<file path="config.mk">
export PLATFORM = sky130hd
export DESIGN_NAME = morse_key_press_decoder
export DESIGN_NICKNAME = d
export VERILOG_FILES = /design/src/sv/mkpd_pkg.sv /design/src/sv/morse_key_press_decoder.sv
export SDC_FILE = /design/constraint.sdc
export NUM_CORES = 1
export LEC_CHECK = 0
export ABC_AREA = 1
export BUFFER_PORTS_ARGS = -buffer_cell sky130_fd_sc_hd__buf_2
export CAP_MARGIN = 20
export CORE_MARGIN = 1.5
export CORE_UTILIZATION = 60
export DETAILED_ROUTE_END_ITERATION = 12
export PLACE_DENSITY = 0.81
export SLEW_MARGIN = 20
export SYNTH_ARGS = -nofsm -noshare
export SYNTH_HDL_FRONTEND = slang
export SYNTH_SLANG_ARGS = --single-unit
export TNS_END_PERCENT = 5
</file>
<file path="constraint.sdc">
create_clock -name clk -period 5.15 [get_ports clk]
set_input_delay 0.7725 -clock clk [delete_from_list [all_inputs] [get_ports clk]]
set_output_delay 0.7725 -clock clk [all_outputs]
set_load 0.02 [all_outputs]
</file>
<file path="src/sv/mkpd_pkg.sv">
// types, codes and letter table for the morse key press decoder
`default_nettype none

package mkpd_pkg;

  localparam int unsigned TIME_W  = 16;
  localparam int unsigned CHAR_W  = 7;
  localparam int unsigned WLEN_W  = 6;
  localparam int unsigned BITS_W  = 5;
  localparam int unsigned COUNT_W = 3;

  localparam logic [COUNT_W-1:0] MAX_ELEMENTS = 3'd5;
  localparam logic [COUNT_W-1:0] TOO_LONG     = 3'd6;

  localparam logic [TIME_W-1:0] GAP_RESET    = 16'd50;
  localparam logic [TIME_W-1:0] DOT_RESET    = 16'd2000;
  localparam logic [TIME_W-1:0] DASH_RESET   = 16'd4000;
  localparam logic [TIME_W-1:0] LETTER_RESET = 16'd10000;

  typedef enum logic [2:0] {
    EV_DOT      = 3'd0,
    EV_DASH     = 3'd1,
    EV_LETTER   = 3'd2,
    EV_INVALID  = 3'd3,
    EV_WORD_END = 3'd4
  } event_kind_t;

  typedef enum logic [1:0] {
    REG_DEBOUNCE_GAP = 2'd0,
    REG_DOT_LIMIT    = 2'd1,
    REG_DASH_LIMIT   = 2'd2,
    REG_LETTER_LIMIT = 2'd3
  } cfg_reg_t;

  // element count and pattern (bit i set means element i is a dash) to ascii, 0 if none
  function automatic logic [CHAR_W-1:0] lookup_code(input logic [COUNT_W-1:0] count,
                                                    input logic [BITS_W-1:0] bits);
    logic [CHAR_W-1:0] ch;
    ch = '0;
    case ({count, bits})
      {3'd2, 5'd2}:  ch = 7'("A");
      {3'd4, 5'd1}:  ch = 7'("B");
      {3'd4, 5'd5}:  ch = 7'("C");
      {3'd3, 5'd1}:  ch = 7'("D");
      {3'd1, 5'd0}:  ch = 7'("E");
      {3'd4, 5'd4}:  ch = 7'("F");
      {3'd3, 5'd3}:  ch = 7'("G");
      {3'd4, 5'd0}:  ch = 7'("H");
      {3'd2, 5'd0}:  ch = 7'("I");
      {3'd4, 5'd14}: ch = 7'("J");
      {3'd3, 5'd5}:  ch = 7'("K");
      {3'd4, 5'd2}:  ch = 7'("L");
      {3'd2, 5'd3}:  ch = 7'("M");
      {3'd2, 5'd1}:  ch = 7'("N");
      {3'd3, 5'd7}:  ch = 7'("O");
      {3'd4, 5'd6}:  ch = 7'("P");
      {3'd4, 5'd11}: ch = 7'("Q");
      {3'd3, 5'd2}:  ch = 7'("R");
      {3'd3, 5'd0}:  ch = 7'("S");
      {3'd1, 5'd1}:  ch = 7'("T");
      {3'd3, 5'd4}:  ch = 7'("U");
      {3'd4, 5'd8}:  ch = 7'("V");
      {3'd3, 5'd6}:  ch = 7'("W");
      {3'd4, 5'd9}:  ch = 7'("X");
      {3'd4, 5'd13}: ch = 7'("Y");
      {3'd4, 5'd3}:  ch = 7'("Z");
      {3'd5, 5'd31}: ch = 7'("0");
      {3'd5, 5'd30}: ch = 7'("1");
      {3'd5, 5'd28}: ch = 7'("2");
      {3'd5, 5'd24}: ch = 7'("3");
      {3'd5, 5'd16}: ch = 7'("4");
      {3'd5, 5'd0}:  ch = 7'("5");
      {3'd5, 5'd1}:  ch = 7'("6");
      {3'd5, 5'd3}:  ch = 7'("7");
      {3'd5, 5'd7}:  ch = 7'("8");
      {3'd5, 5'd15}: ch = 7'("9");
      default:       ch = '0;
    endcase
    return ch;
  endfunction

endpackage

`default_nettype wire

</file>
<file path="src/sv/morse_key_press_decoder.sv">
// morse key press decoder: debounce, press timing, element collection and letter decode
//
//  channel   dir  handshake          payload
//  s_*       in   s_tvalid/s_tready  s_tdata: key_level, time_ms
//  m_*       out  m_tvalid/m_tready  m_tuser: event_kind; m_tdata: char_code, press_time,
//                                    word_length
//  cfg_*     in   cfg_valid/cfg_ready cfg_index, cfg_data (always ready)
//
//  one word per cycle sustained while no result waits untaken; a sample is held in the input
//  register and its result is registered into the output register, which raises m_tvalid.
//  the key state update is the loop that sets this rate.
//  synchronous reset restores the default limits and clears the key and letter state.
//  a release stalls in the input register only while the output register holds an untaken
//  result; presses and ignored samples pass through without waiting.
`default_nettype none

module morse_key_press_decoder #(
  parameter int unsigned WORD_STORE_SIZE = 64
) (
  input  wire logic        clk,
  input  wire logic        rst,
  input  wire logic        s_tvalid,
  output logic             s_tready,
  input  wire logic [23:0] s_tdata,   // [0] key_level, [16:1] time_ms, [23:17] zero
  output logic             m_tvalid,
  input  wire logic        m_tready,
  output logic [31:0]      m_tdata,   // [6:0] char_code, [22:7] press_time,
                                      // [28:23] word_length, [31:29] zero
  output logic [7:0]       m_tuser,   // [2:0] event_kind, [7:3] zero
  input  wire logic        cfg_valid,
  output logic             cfg_ready,
  input  wire logic [1:0]  cfg_index,
  input  wire logic [15:0] cfg_data
);

  import mkpd_pkg::*;

  localparam logic [WLEN_W-1:0] WORD_FULL = WLEN_W'(WORD_STORE_SIZE - 1);

  // configuration
  logic [TIME_W-1:0] debounce_gap;
  logic [TIME_W-1:0] dot_limit;
  logic [TIME_W-1:0] dash_limit;
  logic [TIME_W-1:0] letter_limit;

  // input register
  logic              in_valid;
  logic              in_level;
  logic [TIME_W-1:0] in_time;

  // decoder state
  logic               key_down, key_down_next;
  logic [TIME_W-1:0]  last_edge_time, last_edge_time_next;
  logic [TIME_W-1:0]  press_start_time, press_start_time_next;
  logic [BITS_W-1:0]  element_bits, element_bits_next;
  logic [COUNT_W-1:0] element_count, element_count_next;
  logic [WLEN_W-1:0]  letters_in_word, letters_in_word_next;

  // output register
  logic              out_valid;
  event_kind_t       out_kind;
  logic [CHAR_W-1:0] out_char;
  logic [TIME_W-1:0] out_time;
  logic [WLEN_W-1:0] out_len;

  logic              edge_ok;
  logic              has_result;
  logic              out_free;
  logic              advance;
  logic [TIME_W-1:0] since;
  logic [TIME_W-1:0] dur;
  logic              is_dash;
  logic [CHAR_W-1:0] code_char;
  event_kind_t       kind_next;
  logic [CHAR_W-1:0] char_next;
  logic [WLEN_W-1:0] len_next;

  assign cfg_ready = 1'b1;

  always_ff @(posedge clk) begin
    if (rst) begin
      debounce_gap <= GAP_RESET;
      dot_limit    <= DOT_RESET;
      dash_limit   <= DASH_RESET;
      letter_limit <= LETTER_RESET;
    end else if (cfg_valid) begin
      case (cfg_reg_t'(cfg_index))
        REG_DEBOUNCE_GAP: debounce_gap <= cfg_data;
        REG_DOT_LIMIT:    dot_limit    <= cfg_data;
        REG_DASH_LIMIT:   dash_limit   <= cfg_data;
        REG_LETTER_LIMIT: letter_limit <= cfg_data;
        default:          debounce_gap <= debounce_gap;
      endcase
    end
  end

  assign since      = in_time - last_edge_time;
  assign dur        = in_time - press_start_time;
  assign edge_ok    = (since > debounce_gap) && (in_level != key_down);
  assign has_result = edge_ok && !in_level;
  assign out_free   = !out_valid || m_tready;
  assign advance    = in_valid && (!has_result || out_free);
  assign s_tready   = !in_valid || advance;
  assign code_char  = lookup_code(element_count, element_bits);

  always_comb begin
    key_down_next         = key_down;
    last_edge_time_next   = last_edge_time;
    press_start_time_next = press_start_time;
    element_bits_next     = element_bits;
    element_count_next    = element_count;
    letters_in_word_next  = letters_in_word;
    kind_next             = EV_DOT;
    char_next             = '0;
    len_next              = letters_in_word;
    is_dash               = 1'b0;
    if (edge_ok) begin
      last_edge_time_next = in_time;
      key_down_next       = in_level;
      if (in_level) begin
        press_start_time_next = in_time;
      end else if (dur <= dash_limit || dur <= dot_limit) begin
        is_dash   = !(dur <= dot_limit);
        kind_next = is_dash ? EV_DASH : EV_DOT;
        if (element_count < MAX_ELEMENTS) begin
          element_bits_next  = element_bits | (BITS_W'(is_dash) << element_count);
          element_count_next = element_count + 3'd1;
        end else begin
          element_count_next = TOO_LONG;
        end
      end else if (dur <= letter_limit) begin
        if (code_char != '0 && letters_in_word < WORD_FULL) begin
          letters_in_word_next = letters_in_word + 6'd1;
          kind_next            = EV_LETTER;
          char_next            = code_char;
        end else begin
          kind_next = EV_INVALID;
        end
        element_bits_next  = '0;
        element_count_next = '0;
        len_next           = letters_in_word_next;
      end else begin
        kind_next            = EV_WORD_END;
        letters_in_word_next = '0;
      end
    end
  end

  always_ff @(posedge clk) begin
    if (rst) begin
      in_valid         <= 1'b0;
      key_down         <= 1'b0;
      last_edge_time   <= '0;
      press_start_time <= '0;
      element_bits     <= '0;
      element_count    <= '0;
      letters_in_word  <= '0;
      out_valid        <= 1'b0;
    end else begin
      if (s_tready) begin
        in_valid <= s_tvalid;
      end
      if (advance) begin
        key_down         <= key_down_next;
        last_edge_time   <= last_edge_time_next;
        press_start_time <= press_start_time_next;
        element_bits     <= element_bits_next;
        element_count    <= element_count_next;
        letters_in_word  <= letters_in_word_next;
      end
      if (advance && has_result) begin
        out_valid <= 1'b1;
      end else if (m_tready) begin
        out_valid <= 1'b0;
      end
    end
  end

  always_ff @(posedge clk) begin
    if (s_tready && s_tvalid) begin
      in_level <= s_tdata[0];
      in_time  <= s_tdata[16:1];
    end
    if (advance && has_result) begin
      out_kind <= kind_next;
      out_char <= char_next;
      out_time <= dur;
      out_len  <= len_next;
    end
  end

  assign m_tvalid = out_valid;
  assign m_tdata  = {3'b000, out_len, out_time, out_char};
  assign m_tuser  = {5'b00000, out_kind};

  a_count_range: assert property (@(posedge clk) disable iff (rst)
    element_count <= TOO_LONG)
    else $error("element count out of range");

  a_word_bound: assert property (@(posedge clk) disable iff (rst)
    letters_in_word <= WORD_FULL)
    else $error("word store overrun");

  a_letter_clears: assert property (@(posedge clk) disable iff (rst)
    (advance && has_result && (kind_next == EV_LETTER || kind_next == EV_INVALID))
    |=> (element_count == '0 && element_bits == '0))
    else $error("elements not cleared at letter end");

  a_char_only_letter: assert property (@(posedge clk) disable iff (rst)
    (out_valid && out_kind != EV_LETTER) |-> (out_char == '0))
    else $error("char code on non-letter event");

  a_stall_holds: assert property (@(posedge clk) disable iff (rst)
    !s_tready |-> (in_valid && has_result && out_valid && !m_tready))
    else $error("input stalled without a pending result");

endmodule

`default_nettype wire

</file>
==> impl_metrics.tcl <==
set metrics [dict create \
    p_sw_frac 0.313 \
    clkSinkCount 162 \
    netlist.top_cell.by_area "dfxtp_1" \
    p_seq_frac 0.404 \
    drv_cap 0 \
    tightest_slew_ns 1.02 \
    skew_ns 0.00843 \
    syn_to_final_growth_pct 12.1 \
    postRouteAntennaNets 0 \
    rows 45 \
    grtUsageTotal 0.267 \
    whs_ns 0.457 \
    max_freq_mhz 203 \
    cp.required_ns 4.38 \
    pwr-share-comb 0.253 \
    maxSlewHeadroom 0.315 \
    cts_buffers 17 \
    coreArea_um2 15400 \
    seqCellArea_um2 3730 \
    powerDensity_nw_per_um2 329 \
    critPathCaptureType "primary output" \
    clkTransAtPathRegs_ns 0.06 \
    power_switching_w 0.00110 \
    grt_max_degree 51 \
    drc_errors 0 \
    grt_pass1_wl_um 34800 \
    critPathMaxFanout 5 \
    power.leakage_nw 4.79 \
    hpwl_um 16000 \
    root_buffer "clkbuf_16" \
    grt_antenna_before_repair 0 \
    synth_top_area_frac 0.237 \
    worst_ir_drop_vdd_mv 0.259 \
    final_util 0.695 \
    synth_cells 1215 \
    finalHoldViolations 0 \
    crit_type "register to primary output" \
    dieArea_um2 16600 \
    final_layout_size_suffix_gt1_frac 0.128 \
    start_util 0.620 \
    synth_ff_type "dfxtp_1" \
    grt_pass1_vias 7404 \
    drtPass1Iterations 6 \
    postSynth.asyncResetShare 0 \
    cp_data_arrival_time_ns 4.16 \
    wl_per_cell_um 14.1 \
    seq_area_frac_synth 0.392 \
    gp_congestion 0.913 \
    fin_nets 1432 \
    syn-mean-instance-area_um2 7.84 \
    n_fill_cell 1212 \
    rsz0062_at_grt "false" \
    cts_tree "built" \
    multi_input_area_um2 4980 \
    die_x_um 129 \
    synth_edf_count 49 \
    drt-vias-per-instance 5.39 \
    r2r_cells 23 \
    yosys-top-cells-area "dfxtp_1, edfxtp_1, ha_1" \
    fin_crit_sh 0.958 \
    cts_buffer_depth 2 \
    syn-cell-area_um2 9530 \
    diodes 0 \
    grt.overflow.total 0 \
    setup_violations 0 \
    finalCriticalPeriod_ns 4.94 \
    drt_first_iter_violations 557 \
    p_int_w 0.00241 \
    io_pins 90 \
    post_synth_num_cell_types 48 \
    htreeDepth 4 \
    ys_ff_latch 162 \
    power_frac_clock 0.343 \
    worst_hold_path_type "register to register" \
    yosysWarnings 0 \
    hold_depth 2 \
    io_buffer_count 73 \
    routed_wl_um 21400 \
    die_h_um 129 \
    insertion_delay_ns 0.42 \
    dr_total_vias 8140 \
    report.final.slew_viol_count 0 \
    status "finished clean" \
    start_kind "register" \
    setup_tns_ns 0 \
]
final timing paths:
kind | start | end | slack [ns]
max reg2reg | in_time[1]$_DFFE_PP_ | out_char[2]$_SDFFCE_PP0P_ | 0.55
min | last_edge_time[4]$_SDFFE_PP0P_ | last_edge_time[4]$_SDFFE_PP0P_ | 0.46
max | in_time[1]$_DFFE_PP_ | s_tready | 0.21
min reg2reg | last_edge_time[4]$_SDFFE_PP0P_ | last_edge_time[4]$_SDFFE_PP0P_ | 0.46
synthesized netlist by cell type, drive strengths merged (5+ instances only):
cell,instances
a31oi,5
a21oi,152
xnor2,12
edfxtp,49
nand3,21
dfxtp,113
xor2,22
inv,184
nor2,113
buf,12
nand4,16
ha,96
o21ai,110
nand2,219
nor3,12
clkbuf,26
o211ai,19
a211oi,5
final cells by class:
type                    count  share of cell area
multi-input cells         838               0.467
flip-flops and latches    162               0.350
inverters                 184              0.0647
clock buffers              24              0.0451
repair buffers             84              0.0419
well taps                 211              0.0247
clock inverters             8             0.00738
cells by family (layout without fill, tap and decap cells):
kind of cell | count (synthesis) | count (layout) | synth area share
and+or+nand+nor | 389 | 389 | 0.178
buffers and inverters | 222 | 300 | 0.0919
other | 2 | 9 | 0.000788
AOI/OAI and AO/OA | 308 | 308 | 0.175
xor gates and xnor gates | 34 | 34 | 0.0313
adders and majority gates | 98 | 98 | 0.130
DFF | 162 | 162 | 0.392
worst max-delay path, cell delays in order (launching register included):
cell and delay (ns):
edfxtp_1 0.47, buf_4 0.18, ha_1 0.28, nand2_1 0.08, nor3_1 0.05, or2_2 0.33, nand2_1 0.08, nand2_1 0.09
a21boi_2 0.17, o21ai_0 0.13, xor2_1 0.17, ha_1 0.31, nand2_1 0.07, nor2_1 0.10, nand2_1 0.09, nor2_2 0.16
nand2_1 0.09, nand3_2 0.13, nand3_2 0.14, inv_1 0.12, nand2_1 0.08, nor2_1 0.17, inv_1 0.09, buf_2 0.17
layer usage:
metal / GRT usage / vias up / wire, um
li1: - / 4167 / -
met1: 0.362 / 3716 / 10100
met2: 0.442 / 229 / 9760
met3: 0.0507 / 28 / 1210
met4: 0.0628 / 0 / 305
met5: 0 / - / 0
flip-flops by register name, summed over array words and instances, names as in the netlist, 3 cells and up:
register and flops:
dash_limit 16, debounce_gap 16, dot_limit 16, in_time 16
last_edge_time 16, letter_limit 16, out_time 16, press_start_time 16
out_char 7, letters_in_word 6, out_len 6, element_bits 5
element_count 3, out_kind 3
layout by cell type (no fill, tap or decap), types with 2 or more instances in the layout:
cell        count
nand2_4         3
o21bai_1        3
nand3_1        16
buf_2          73
o21ai_2         3
a211oi_1        5
o21a_1          3
conb_1          9
nand3_2         4
nand4_1        16
nor3_1         11
clkbuf_16      17
xor2_1         22
clkbuf_8        3
nor2_4          4
a31oi_1         5
nor2_2          8
clkbuf_1        4
ha_1           95
xnor2_1        12
a21boi_2        2
dfxtp_1       113
fa_1            2
a21oi_2         4
buf_4          11
nor2_1        101
nor4_1          2
clkinvlp_4      3
and2_1          2
inv_2          14
a21o_1          2
a21oi_1       148
o211ai_1       19
o31ai_1         2
inv_1         170
nand2_1       207
nand2_2         9
edfxtp_1       49
o21ai_0       106
through the flow:
| stage | setup WS [ns] | instance area (um^2) | total power, W | std cells |
|---|---|---|---|---|
| 2_1_floorplan | 0.829 | 9550 | 0.00209 | 1222 |
| 3_3_place_gp | 0.667 | 10100 | 0.00227 | 1476 |
| 3_5_place_dp | 0.576 | 10100 | 0.00230 | 1476 |
| 4_1_cts | 0.0135 | 10600 | 0.00351 | 1508 |
| 5_1_grt | 0.00768 | 10700 | 0.00371 | 1511 |
| 6_report | 0.215 | 10700 | 0.00351 | 1511 |
timing repair:
item	CTS	global route
resized for setup	0	10
buffers inserted	0	3
hold buffers	0	0
endpoints found under the setup margin	0	1
power groups by stage:
| stage | clock network [W] | logic [W] | registers [W] |
|---|---|---|---|
| floorplan | 0 | 0.000635 | 0.00145 |
| CTS | 0.00122 | 0.000870 | 0.00142 |
| detailed placement | 0 | 0.000860 | 0.00145 |
| global placement | 0 | 0.000823 | 0.00144 |
| global route | 0.00128 | 0.00101 | 0.00142 |
| finish | 0.00120 | 0.000888 | 0.00142 |
Power figures use the tool's default switching activity.
